`src/design/bkt_pkg.sv`:
```
// ----------------------------------------------------------------------------
// bkt_pkg
// Shared constants and types for the bakery ticket lock arbiter.
// ----------------------------------------------------------------------------
package bkt_pkg;

   localparam int CLIENT_W        = 4;
   localparam int TICKET_OUT_W    = 8;
   localparam int NUM_CLIENTS_DEF = 16;
   localparam int TICKET_BITS_DEF = 8;

   localparam logic OP_REQUEST = 1'b0;
   localparam logic OP_RELEASE = 1'b1;

   typedef struct packed {
      logic clear;
      logic beat;
   } bkt_scan_ctl_type;

endpackage

```
`src/design/bkt_if.sv`:
```
// ----------------------------------------------------------------------------
// bkt_req_if / bkt_rsp_if
// Valid/ready channels for request words and result words.
// ----------------------------------------------------------------------------
interface bkt_req_if;
   import bkt_pkg::*;

   logic                valid;
   logic                ready;
   logic                op;
   logic [CLIENT_W-1:0] client;

   modport source (output valid, output op, output client, input ready);
   modport sink   (input valid, input op, input client, output ready);
endinterface

interface bkt_rsp_if;
   import bkt_pkg::*;

   logic                    valid;
   logic                    ready;
   logic [TICKET_OUT_W-1:0] ticket;
   logic                    overflow;
   logic                    grant_valid;
   logic [CLIENT_W-1:0]     grant_client;

   modport source (output valid, output ticket, output overflow, output grant_valid,
                   output grant_client, input ready);
   modport sink   (input valid, input ticket, input overflow, input grant_valid,
                   input grant_client, output ready);
endinterface

```
`src/design/bkt_ticket_ram.sv`:
```
// ----------------------------------------------------------------------------
// bkt_ticket_ram
// Ticket store: one write port, one read port with registered read data.
// Entries not written since reset read as zero.
// ----------------------------------------------------------------------------
module bkt_ticket_ram #(
   parameter int NUM_CLIENTS = bkt_pkg::NUM_CLIENTS_DEF,
   parameter int TICKET_BITS = bkt_pkg::TICKET_BITS_DEF
) (
   input  logic                           clock,
   input  logic                           reset,
   input  logic                           rd_en,
   input  logic [$clog2(NUM_CLIENTS)-1:0] rd_addr,
   output logic [TICKET_BITS-1:0]         rd_data,
   input  logic                           wr_en,
   input  logic [$clog2(NUM_CLIENTS)-1:0] wr_addr,
   input  logic [TICKET_BITS-1:0]         wr_data
);
   import bkt_pkg::*;

   logic [TICKET_BITS-1:0] mem_ff [NUM_CLIENTS];
   logic [NUM_CLIENTS-1:0] vld_ff;
   logic [TICKET_BITS-1:0] rd_data_ff;

   always_ff @(posedge clock) begin
      if (reset) begin
         vld_ff <= '0;
      end else if (wr_en) begin
         vld_ff[wr_addr] <= 1'b1;
      end
   end

   always_ff @(posedge clock) begin
      if (wr_en) begin
         mem_ff[wr_addr] <= wr_data;
      end
   end

   always_ff @(posedge clock) begin
      if (rd_en) begin
         rd_data_ff <= vld_ff[rd_addr] ? mem_ff[rd_addr] : '0;
      end
   end

   assign rd_data = rd_data_ff;

endmodule

```
`src/design/bkt_scan_acc.sv`:
```
// ----------------------------------------------------------------------------
// bkt_scan_acc
// Running maximum over all tickets and running minimum nonzero ticket over
// the other clients, fed one read word per beat in ascending index order.
// ----------------------------------------------------------------------------
module bkt_scan_acc #(
   parameter int NUM_CLIENTS = bkt_pkg::NUM_CLIENTS_DEF,
   parameter int TICKET_BITS = bkt_pkg::TICKET_BITS_DEF
) (
   input  logic                           clock,
   input  logic                           reset,
   input  bkt_pkg::bkt_scan_ctl_type      ctl,
   input  logic [$clog2(NUM_CLIENTS)-1:0] beat_idx,
   input  logic [TICKET_BITS-1:0]         beat_data,
   input  logic                           excl_en,
   input  logic [$clog2(NUM_CLIENTS)-1:0] excl_idx,
   output logic [TICKET_BITS-1:0]         max_ticket,
   output logic                           min_valid,
   output logic [TICKET_BITS-1:0]         min_ticket,
   output logic [$clog2(NUM_CLIENTS)-1:0] min_idx
);
   import bkt_pkg::*;

   localparam int IDX_W = $clog2(NUM_CLIENTS);

   logic [TICKET_BITS-1:0] max_ff;
   logic                   minv_ff;
   logic [TICKET_BITS-1:0] min_ff;
   logic [IDX_W-1:0]       minidx_ff;
   logic                   take;

   // strict compare keeps the lower index on a tie
   assign take = ctl.beat && !(excl_en && (beat_idx == excl_idx)) &&
                 (beat_data != '0) && (!minv_ff || (beat_data < min_ff));

   always_ff @(posedge clock) begin
      if (reset) begin
         minv_ff <= 1'b0;
      end else if (ctl.clear) begin
         minv_ff <= 1'b0;
      end else if (take) begin
         minv_ff <= 1'b1;
      end
   end

   always_ff @(posedge clock) begin
      if (ctl.clear) begin
         max_ff <= '0;
      end else if (ctl.beat && (beat_data > max_ff)) begin
         max_ff <= beat_data;
      end
      if (take) begin
         min_ff    <= beat_data;
         minidx_ff <= beat_idx;
      end
   end

   assign max_ticket = max_ff;
   assign min_valid  = minv_ff;
   assign min_ticket = min_ff;
   assign min_idx    = minidx_ff;

endmodule

```
`src/design/bakery_ticket_lock_arbiter.sv`:
```
// ----------------------------------------------------------------------------
// bakery_ticket_lock_arbiter
// Ticket-ordered lock arbiter: request/release words in, one result word out.
// ----------------------------------------------------------------------------
// For each request or release word, the ticket store is read one entry per
// cycle to find the largest ticket and the smallest nonzero ticket of the
// other clients, then the client's new ticket is written back and the grant
// holder is resolved. The next word is taken as soon as the previous one is
// written back; the result word waits in an output register until it is
// taken, and that register must be free before the following result can be
// loaded.
// Tickets saturate at 2^TICKET_BITS - 1 with the overflow flag set.
// ----------------------------------------------------------------------------
module bakery_ticket_lock_arbiter #(
   parameter int NUM_CLIENTS = bkt_pkg::NUM_CLIENTS_DEF,
   parameter int TICKET_BITS = bkt_pkg::TICKET_BITS_DEF
) (
   input  logic             clock,
   input  logic             reset,
   bkt_req_if.sink          req_ch,
   bkt_rsp_if.source        rsp_ch
);
   import bkt_pkg::*;

   localparam int IDX_W = $clog2(NUM_CLIENTS);
   localparam int XW    = ((IDX_W > CLIENT_W) ? IDX_W : CLIENT_W) + 1;
   localparam int TW    = (TICKET_BITS > TICKET_OUT_W) ? TICKET_BITS : TICKET_OUT_W;

   typedef enum logic [3:0] {
      ST_IDLE   = 4'b0001,
      ST_SCAN   = 4'b0010,
      ST_LAST   = 4'b0100,
      ST_FINISH = 4'b1000
   } bkt_state_type;

   bkt_state_type state_ff, state_in;

   logic [IDX_W-1:0]        cnt_ff, cnt_in;
   logic                    beat_ff;
   logic [IDX_W-1:0]        beat_idx_ff;
   logic                    op_ff;
   logic [IDX_W-1:0]        cl_idx_ff;
   logic                    in_range_ff;

   logic                    rsp_valid_ff;
   logic [TICKET_OUT_W-1:0] rsp_ticket_ff;
   logic                    rsp_ovf_ff;
   logic                    rsp_gvalid_ff;
   logic [CLIENT_W-1:0]     rsp_gclient_ff;

   logic                    accept;
   logic                    finish;
   logic [XW-1:0]           req_cl_x;
   logic [XW-1:0]           grant_x;
   logic [TW-1:0]           held_x;

   bkt_scan_ctl_type        scan_ctl;
   logic [TICKET_BITS-1:0]  rd_data;
   logic [TICKET_BITS-1:0]  max_ticket;
   logic                    min_valid;
   logic [TICKET_BITS-1:0]  min_ticket;
   logic [IDX_W-1:0]        min_idx;

   logic                    saturate;
   logic [TICKET_BITS-1:0]  new_ticket;
   logic [TICKET_BITS-1:0]  held;
   logic                    ovf;
   logic                    own_wins;
   logic                    gvalid;
   logic [IDX_W-1:0]        gidx;

   assign req_cl_x = XW'(req_ch.client);
   assign accept   = req_ch.valid && req_ch.ready;
   assign finish   = (state_ff == ST_FINISH) && (!rsp_valid_ff || rsp_ch.ready);

   assign req_ch.ready = (state_ff == ST_IDLE);

   always_comb begin
      state_in = state_ff;
      cnt_in   = cnt_ff;
      unique case (state_ff)
         ST_IDLE: begin
            if (accept) begin
               state_in = ST_SCAN;
               cnt_in   = '0;
            end
         end
         ST_SCAN: begin
            if (cnt_ff == IDX_W'(NUM_CLIENTS - 1)) begin
               state_in = ST_LAST;
            end else begin
               cnt_in = cnt_ff + 1'b1;
            end
         end
         ST_LAST: begin
            state_in = ST_FINISH;
         end
         ST_FINISH: begin
            if (finish) begin
               state_in = ST_IDLE;
            end
         end
         default: begin
            state_in = ST_IDLE;
         end
      endcase
   end

   always_ff @(posedge clock) begin
      if (reset) begin
         state_ff <= ST_IDLE;
         beat_ff  <= 1'b0;
      end else begin
         state_ff <= state_in;
         beat_ff  <= (state_ff == ST_SCAN);
      end
   end

   always_ff @(posedge clock) begin
      cnt_ff      <= cnt_in;
      beat_idx_ff <= cnt_ff;
      if (accept) begin
         op_ff       <= req_ch.op;
         cl_idx_ff   <= req_cl_x[IDX_W-1:0];
         in_range_ff <= (req_cl_x < XW'(NUM_CLIENTS));
      end
   end

   assign scan_ctl.clear = accept;
   assign scan_ctl.beat  = beat_ff;

   bkt_ticket_ram #(
      .NUM_CLIENTS (NUM_CLIENTS),
      .TICKET_BITS (TICKET_BITS)
   ) u_ram (
      .clock   (clock),
      .reset   (reset),
      .rd_en   (state_ff == ST_SCAN),
      .rd_addr (cnt_ff),
      .rd_data (rd_data),
      .wr_en   (finish && in_range_ff),
      .wr_addr (cl_idx_ff),
      .wr_data (new_ticket)
   );

   bkt_scan_acc #(
      .NUM_CLIENTS (NUM_CLIENTS),
      .TICKET_BITS (TICKET_BITS)
   ) u_scan (
      .clock      (clock),
      .reset      (reset),
      .ctl        (scan_ctl),
      .beat_idx   (beat_idx_ff),
      .beat_data  (rd_data),
      .excl_en    (in_range_ff),
      .excl_idx   (cl_idx_ff),
      .max_ticket (max_ticket),
      .min_valid  (min_valid),
      .min_ticket (min_ticket),
      .min_idx    (min_idx)
   );

   assign saturate   = (max_ticket == '1);
   assign new_ticket = (op_ff == OP_RELEASE) ? '0 :
                       (saturate ? max_ticket : max_ticket + 1'b1);
   assign held       = in_range_ff ? new_ticket : '0;
   assign ovf        = in_range_ff && (op_ff == OP_REQUEST) && saturate;

   assign own_wins = (held != '0) &&
                     (!min_valid || (held < min_ticket) ||
                      ((held == min_ticket) && (cl_idx_ff < min_idx)));
   assign gvalid   = own_wins || min_valid;
   assign gidx     = own_wins ? cl_idx_ff : (min_valid ? min_idx : '0);
   assign held_x   = TW'(held);
   assign grant_x  = XW'(gidx);

   always_ff @(posedge clock) begin
      if (reset) begin
         rsp_valid_ff <= 1'b0;
      end else if (finish) begin
         rsp_valid_ff <= 1'b1;
      end else if (rsp_ch.ready) begin
         rsp_valid_ff <= 1'b0;
      end
   end

   always_ff @(posedge clock) begin
      if (finish) begin
         rsp_ticket_ff  <= held_x[TICKET_OUT_W-1:0];
         rsp_ovf_ff     <= ovf;
         rsp_gvalid_ff  <= gvalid;
         rsp_gclient_ff <= grant_x[CLIENT_W-1:0];
      end
   end

   assign rsp_ch.valid        = rsp_valid_ff;
   assign rsp_ch.ticket       = rsp_ticket_ff;
   assign rsp_ch.overflow     = rsp_ovf_ff;
   assign rsp_ch.grant_valid  = rsp_gvalid_ff;
   assign rsp_ch.grant_client = rsp_gclient_ff;

   a_ovf_has_holder : assert property (@(posedge clock) disable iff (reset)
      (rsp_valid_ff && rsp_ovf_ff) |-> rsp_gvalid_ff)
      else $error("overflow reported without a grant holder");

   a_ticket_has_holder : assert property (@(posedge clock) disable iff (reset)
      (rsp_valid_ff && (rsp_ticket_ff != '0)) |-> rsp_gvalid_ff)
      else $error("nonzero ticket reported without a grant holder");

   a_last_after_scan : assert property (@(posedge clock) disable iff (reset)
      (state_ff == ST_LAST) |-> $past(state_ff == ST_SCAN))
      else $error("final beat without a preceding scan");

   a_accept_starts_scan : assert property (@(posedge clock) disable iff (reset)
      accept |=> ((state_ff == ST_SCAN) && (cnt_ff == '0)))
      else $error("accepted word did not start a scan at entry zero");

endmodule

```
`src/flat_wrapper.sv`:
```
// flat-port wrapper written by rule: the top's interface ports become plain ports
module bakery_ticket_lock_arbiter_flat import bkt_pkg::*;
#(
   parameter int NUM_CLIENTS = bkt_pkg::NUM_CLIENTS_DEF,
   parameter int TICKET_BITS = bkt_pkg::TICKET_BITS_DEF
)
  (clock, reset, req_ch_valid, req_ch_op, req_ch_client, req_ch_ready, rsp_ch_valid, rsp_ch_ticket, rsp_ch_overflow, rsp_ch_grant_valid, rsp_ch_grant_client, rsp_ch_ready);
  bkt_req_if req_ch_i ();
  bkt_rsp_if rsp_ch_i ();
  input  logic clock;
  input  logic reset;
  input wire logic [$bits(req_ch_i.valid)-1:0] req_ch_valid;
  input wire logic [$bits(req_ch_i.op)-1:0] req_ch_op;
  input wire logic [$bits(req_ch_i.client)-1:0] req_ch_client;
  output wire logic [$bits(req_ch_i.ready)-1:0] req_ch_ready;
  output wire logic [$bits(rsp_ch_i.valid)-1:0] rsp_ch_valid;
  output wire logic [$bits(rsp_ch_i.ticket)-1:0] rsp_ch_ticket;
  output wire logic [$bits(rsp_ch_i.overflow)-1:0] rsp_ch_overflow;
  output wire logic [$bits(rsp_ch_i.grant_valid)-1:0] rsp_ch_grant_valid;
  output wire logic [$bits(rsp_ch_i.grant_client)-1:0] rsp_ch_grant_client;
  input wire logic [$bits(rsp_ch_i.ready)-1:0] rsp_ch_ready;
  assign req_ch_i.valid = req_ch_valid;
  assign req_ch_i.op = req_ch_op;
  assign req_ch_i.client = req_ch_client;
  assign req_ch_ready = req_ch_i.ready;
  assign rsp_ch_valid = rsp_ch_i.valid;
  assign rsp_ch_ticket = rsp_ch_i.ticket;
  assign rsp_ch_overflow = rsp_ch_i.overflow;
  assign rsp_ch_grant_valid = rsp_ch_i.grant_valid;
  assign rsp_ch_grant_client = rsp_ch_i.grant_client;
  assign rsp_ch_i.ready = rsp_ch_ready;
  bakery_ticket_lock_arbiter #(.NUM_CLIENTS(NUM_CLIENTS), .TICKET_BITS(TICKET_BITS)) u_core (.clock(clock), .reset(reset), .req_ch(req_ch_i), .rsp_ch(rsp_ch_i));
endmodule
```
`config.mk`:
```
export PLATFORM = sky130hd
export DESIGN_NAME = bakery_ticket_lock_arbiter_flat
export DESIGN_NICKNAME = d
export VERILOG_FILES = /design/src/design/bkt_pkg.sv /design/src/design/bkt_if.sv /design/src/design/bkt_ticket_ram.sv /design/src/design/bkt_scan_acc.sv /design/src/design/bakery_ticket_lock_arbiter.sv /design/src/flat_wrapper.sv
export SDC_FILE = /design/constraint.sdc
export NUM_CORES = 1
export LEC_CHECK = 0
export BUFFER_PORTS_ARGS = -buffer_cell sky130_fd_sc_hd__buf_2
export CORE_MARGIN = 2
export CORE_UTILIZATION = 50
export CTS_CLUSTER_DIAMETER = 60
export CTS_CLUSTER_SIZE = 28
export DETAILED_ROUTE_END_ITERATION = 7
export PLACE_DENSITY_LB_ADDON = 0.2
export SLEW_MARGIN = 10
export SYNTH_ARGS = -nofsm -noshare
export SYNTH_HDL_FRONTEND = slang
export SYNTH_SLANG_ARGS = --single-unit
```
`constraint.sdc`:
```
create_clock -name clock -period 4.2 [get_ports clock]
set_input_delay 0.42 -clock clock [delete_from_list [all_inputs] [get_ports clock]]
set_output_delay 0.42 -clock clock [all_outputs]
set_load 0.1 [all_outputs]
```
After elaboration in Yosys (flattened, before gate mapping)
Memory sizes are Yosys's and may differ from the RTL's. A register that Yosys moved wholly into a read port is not among the register bits.
Cells that the tools add are included.
- $add $sub $neg: 2
- order comparisons: 8
- equal/unequal tests: 12
- mux-type cells: 20
- bitwise gates (word level): 2
- reduce and logical (&&, ||, !) cells: 29
- operators by type and width (operator ; count):
    $mux W4 ; 7
    $mux W8 ; 3
    $lt A8 B8 Y1 ; 2
    $or A16 B16 Y16 ; 1
    $pmux W4 S4 ; 1
    $reduce_bool A8 Y1 ; 2
    $lt A4 B5 Y1 const B ; 3
    $logic_and A1 B1 Y1 ; 13
    $add A8 B1 Y8 const B ; 1
    $eq A4 B4 Y1 const B ; 2
    $eq A8 B8 Y1 ; 1
    $eq A8 B8 Y1 const B ; 1
    $gt A8 B8 Y1 ; 1
    $pmux W4 S2 ; 1
    $mux W1 ; 6
    $reduce_and A3 Y1 ; 2
    $logic_or A1 B1 Y1 ; 5
    $add A4 B1 Y4 const B ; 1
    $bmux W1 S4 ; 1
    $demux W1 S4 ; 1
    $eq A4 B1 Y1 const B ; 1
    $eq A4 B2 Y1 const B ; 1
    $eq A4 B3 Y1 const B ; 1
    $eq A4 B4 Y1 ; 1
    8 further kinds ; 14
- register bits after elaboration: 71
- memory bits (writable): 128
- input bits: 9
- output and inout bits: 16
- memories: 1
- memories (name ; depth ; width ; rd ports ; clocked after memory_dff ; wr ports ; line ; text):
    u_core.u_ram.mem_ff ; 16 ; 8 ; 1 ; 1 ; 1 ; bkt_ticket_ram.sv:21 ; logic [TICKET_BITS-1:0] mem_ff [NUM_CLIENTS];

Logic depth before layout (Yosys ltp)
- depth after elaboration: 9
- depth in mapped cells: 13
- mapped depth without buffers: 13

Hierarchy
Synthesis repeated with hierarchy kept, for this count alone.
- cells, all modules: 571
- area total of the unflattened synthesis: 8675.8 µm²
- by module, submodules not included (module ; instances ; cells an instance ; area an instance (µm²)):
    bkt_ticket_ram ; 1 ; 287 ; 5741.8
    bakery_ticket_lock_arbiter ; 1 ; 178 ; 1801.7
    bkt_scan_acc ; 1 ; 106 ; 1132.3

Least setup slack after synthesis
Ideal clock, no wire load.
- kind: flip-flop to flip-flop
- start point: reg u_core.u_scan.max_ff[0] (netlist: u_core.u_scan.max_ticket[0])
- end point: reg u_core.rsp_gclient_ff[0] (netlist: u_core.rsp_ch.grant_client[0]) (data pin)
- library setup time: 0.272 ns
- data arrival time: 3.179 ns
- slack: 0.749 ns
- stages on the path, launching flop included: 11
- path buffers: 0
- clock period less this slack: 3.451 ns
- cells stage by stage: dfxtp_1 -> ha_1 -> and3_1 -> a31oi_1 -> nor3_1 -> ha_1 -> nand4_1 -> a21oi_1 -> o211ai_1 -> o41ai_4 -> mux2i_1
- longest elaborated chain between the ends: 9
- RTL lines (element ; line ; text):
    start: declaration ; bkt_scan_acc.sv:26 ; logic [TICKET_BITS-1:0] max_ff;
    start signal: assignment ; bkt_scan_acc.sv:50 ; max_ff <= beat_data;
    $add A8 B1 Y8 / $eq A8 B8 Y1 (equally long branches) ; bakery_ticket_lock_arbiter.sv:165, bakery_ticket_lock_arbiter.sv:163 ;
    $mux W8 * ; bakery_ticket_lock_arbiter.sv:165 ; (saturate ? max_ticket : max_ticket + 1'b1);
    $mux W8 * ; bakery_ticket_lock_arbiter.sv:164 ; assign new_ticket = (op_ff == OP_RELEASE) ? '0 :
    $mux W8 * ; bakery_ticket_lock_arbiter.sv:166 ; assign held = in_range_ff ? new_ticket : '0;
    net u_core.held[6] ; bakery_ticket_lock_arbiter.sv:66 ; logic [TICKET_BITS-1:0] held;
    $lt A8 B8 Y1 / $eq A8 B8 Y1 (equally long branches) ; bakery_ticket_lock_arbiter.sv:170, bakery_ticket_lock_arbiter.sv:171 ;
    $logic_or A1 B1 Y1 / $logic_and A1 B1 Y1 (equally long branches) ; bakery_ticket_lock_arbiter.sv:170, bakery_ticket_lock_arbiter.sv:171 ;
    $logic_or A1 B1 Y1 ; bakery_ticket_lock_arbiter.sv:170 ; (!min_valid || (held < min_ticket) ||
    $logic_and A1 B1 Y1 * ; bakery_ticket_lock_arbiter.sv:169 ; assign own_wins = (held != '0) &&
    $mux W4 * ; bakery_ticket_lock_arbiter.sv:173 ; assign gidx = own_wins ? cl_idx_ff : (min_valid ? min_idx : '0);
    net u_core.gidx[0] ; bakery_ticket_lock_arbiter.sv:70 ; logic [IDX_W-1:0] gidx;
    end signal: assignment ; bakery_ticket_lock_arbiter.sv:192 ; rsp_gclient_ff <= grant_x[CLIENT_W-1:0];
    end: declaration ; bakery_ticket_lock_arbiter.sv:49 ; logic [CLIENT_W-1:0] rsp_gclient_ff;
Mark *: on every way through the listed nets, which the timed path passes. The rest lies on a longest branch.
A chain may end at the register's enable or synchronous reset.

Final worst setup path
- start point: reg u_core.u_scan.max_ff[0] (netlist: u_core.u_scan.max_ticket[0])
- end point: reg u_core.rsp_gclient_ff[2] (netlist: u_core.rsp_ch.grant_client[2]) (data pin)
Same word-level chain as after synthesis.

==> impl_metrics.env <==
export IMPL_run_status="finished, final reports clean"
export IMPL_post_route_cell_area_sq_um=9720
export IMPL_min_path_type="in -> reg"
export IMPL_cts_buffers=15
export IMPL_grt_setup_unrepaired="false"
export IMPL_critPathMaxFanout=18
export IMPL_max_freq_mhz=309
export IMPL_root_buffer="clkbuf_16"
export IMPL_clock_path_buffers=3
export IMPL_ir_worst_vdd_mv=0.409
export IMPL_fp_dieH_um=136
export IMPL_syn2layout_area_growth_pct=11.4
export IMPL_cts_resized=0
export IMPL_grt_pass1_wl_um=28400
export IMPL_ys_ff_latch=206
export IMPL_syn_inst=542
export IMPL_critPathLaunchType="flop"
export IMPL_syn_area_per_cell_sq_um=16.1
export IMPL_antenna_diode_count=0
export IMPL_antenna_found_initial=0
export IMPL_ant_nets=0
export IMPL_hold_viol_final=0
export IMPL_setup_viol=0
export IMPL_cts_setup_buffers=0
export IMPL_cts_hold_buf=0
export IMPL_start_util_pct=50.8
export IMPL_clk_latency_ps=480
export IMPL_synth_distinct_cells=50
export IMPL_total_power_mw=4.76
export IMPL_die_area_sq_um=18500
export IMPL_grtUsageTotal_pct=21.0
export IMPL_grt_start_max_net_pins=39
export IMPL_routedWlPerCell_um=22.6
export IMPL_clk_pin_slew_worst_paths_ps=80
export IMPL_power_density_nw_per_um2=490
export IMPL_tns_ps=0
export IMPL_drv_cap=0
export IMPL_cts_tree="done"
export IMPL_post_dp_cell_area_sq_um=9210
export IMPL_slew_limit_headroom_pct=24.0
export IMPL_drtIter0Drc=401
export IMPL_tightest_slew_ps=1140
export IMPL_multi_input_area_sq_um=2680
export IMPL_gp_congestion=0.889
export IMPL_grt_pass1_vias=4800
export IMPL_cpPeakStageDelay_ps=480
export IMPL_cts_sinks=206
export IMPL_coreArea_sq_um=17200
export IMPL_gr_total_overflow=0
export IMPL_synth_area_leaders="edfxtp_1 59%, mux4_2 8.8%, dfxtp_1 8.0%"
export IMPL_seq_area_frac_synth_pct=66.8
export IMPL_yosys_area_top_type="edfxtp_1"
export IMPL_fillers=1384
export IMPL_drive_above_1_share_pct=21.6
export IMPL_syn_area_sq_um=8730
export IMPL_layout_nets=625
export IMPL_path_class="reg -> reg"
export IMPL_arrival_ps=3430
export IMPL_final_common_cell="edfxtp_1"
export IMPL_hpwlAfterDp_um=11800
export IMPL_synth_top_area_share_pct=58.8
export IMPL_rows=48
export IMPL_routed_via_count=4754
export IMPL_cp_cell_sequence="ha_1, and3_1, nand2_1, nor2_1, a21oi_1, nor2_1, buf_4, ha_1, nor2b_1, o211ai_1, a21oi_1, o211ai_1, o41ai_4, mux2i_1"
export IMPL_route_detailed_drc=0
export IMPL_p_leak_nw=3.38
export IMPL_ios=25
export IMPL_vias_per_cell=5.79
export IMPL_die_w_um=136
export IMPL_numPortBuffers=24
export IMPL_required_ps=4390
export IMPL_skew_ps=26.1
export IMPL_min_period_ps=3240
export IMPL_drt_pass1_iterations=5
export IMPL_mostFrequentLayoutCells="171 x edfxtp_1, 52 x nor2_1, 35 x dfxtp_1"
export IMPL_routed_wirelength_um=18500
export IMPL_path_delay_family="simple AND/OR/NAND/NOR gates"
export IMPL_synth_nets=579
export IMPL_path_buf_inv=1
export IMPL_endpoint_kind="flop"
export IMPL_slew_violations=0
export IMPL_register_area_sq_um=5840
export IMPL_fin_crit_sh_pct=77.1
export IMPL_cp_slowest_cell="dfxtp_1"
export IMPL_htreeDepth=1
export IMPL_holdWs_ps=123
export IMPL_yosysWarnings=0
[per-stage QoR]
step                      setup WS, ps  util, %  cells
after global routing               612     56.6    821
after global placement             998     53.6    796
final                              961     56.6    821
after floorplan                    749        -    542
after detailed placement           968     53.6    796
after CTS                          939     56.6    821
[worst reg2reg max path, delay by kind of cell, from the launching register on]
kind | cells | cell delay, ps
DFF | 1 | 480
and+or+nand+nor | 5 | 780
muxes | 1 | 150
AOI/OAI and AO/OA | 5 | 740
buffers and inverters | 1 | 240
adders and majority gates | 2 | 600
[sequential cells by signal, summed over array words and instances, names as in the netlist]
signal                      cells
u_core.rsp_ch.grant_client      4
u_core.rsp_ch.grant_valid       1
u_core.u_scan.min_idx           4
u_core.state_ff                 4
u_core.u_scan.max_ticket        8
u_core.op_ff                    1
u_core.u_ram.vld_ff            16
u_core.rsp_ch.overflow          1
u_core.u_scan.min_ticket        8
u_core.u_scan.min_valid         1
u_core.beat_idx_ff              4
u_core.u_ram.rd_data            8
u_core.u_ram.mem_ff           128
u_core.cl_idx_ff                4
u_core.cnt_ff                   4
u_core.rsp_ch.ticket            8
u_core.rsp_ch.valid             1
u_core.beat_ff                  1
[area by class of cell]
cell class / count / area share (%)
clock inverters: 9 / 1.40
repair buffers: 50 / 3.24
flip-flops and latches: 206 / 60.0
multi-input cells: 289 / 27.5
well taps: 225 / 2.90
inverters: 26 / 1.00
clock buffers: 16 / 3.90
[path summary, 6_finish.rpt]
check                                   to                   startpoint  slack, ps  cells past startpoint
max          u_core.rsp_ch.grant_client[2]  u_core.u_scan.max_ticket[0]        960                     14
min                    u_core.cl_idx_ff[0]             req_ch_client[0]        120                      1
max reg2reg  u_core.rsp_ch.grant_client[2]  u_core.u_scan.max_ticket[0]        960                     14
min reg2reg       u_core.u_scan.min_idx[0]        u_core.beat_idx_ff[0]        460                      0
[cell families after synthesis]
family,count (synthesis),synth area share (%)
buffers and inverters,47,2.65
AND/OR/NAND/NOR,130,7.47
adder cells (fa/ha/maj),28,4.01
multiplexers,51,12.6
AO/OA/AOI/OAI,71,5.52
flip-flops,206,66.8
XOR/XNOR,9,0.903
[synth_stat cells, drive strengths merged]
master,instances
a211oi,3
a21boi,1
a21o,7
a21oi,23
a31oi,4
a32o,1
and2,3
and3,1
and4,1
buf,14
clkbuf,7
dfxtp,35
edfxtp,171
ha,28
inv,26
mux2,1
mux2i,6
mux4,44
nand2,13
nand2b,5
nand3,19
nand3b,2
nand4,6
nand4b,1
nor2,52
nor2b,11
nor3,9
nor4,5
o211ai,3
o21a,3
o21ai,16
o21ba,7
o221ai,1
o2bb2ai,1
o41ai,1
or2,1
or4b,1
xnor2,6
xor2,3
[metal layers]
| layer | vias to the layer above | wire length [um] | GRT usage [%] |
|---|---|---|---|
| met2 | 97 | 9280 | 35.2 |
| met4 | 0 | 469 | 5.50 |
| li1 | 2194 | - | - |
| met3 | 30 | 641 | 2.91 |
| met1 | 2433 | 8130 | 29.1 |
| met5 | - | 0 | 0 |
[power breakdown]
group / internal (mW) / switching [mW] / total [mW]
Sequential: 2.31 / 0.112 / 2.42
Combinational: 0.390 / 0.435 / 0.825
Clock: 0.765 / 0.752 / 1.52
Total: 3.46 / 1.30 / 4.76
No activity file was read; power rests on OpenSTA's default activity.
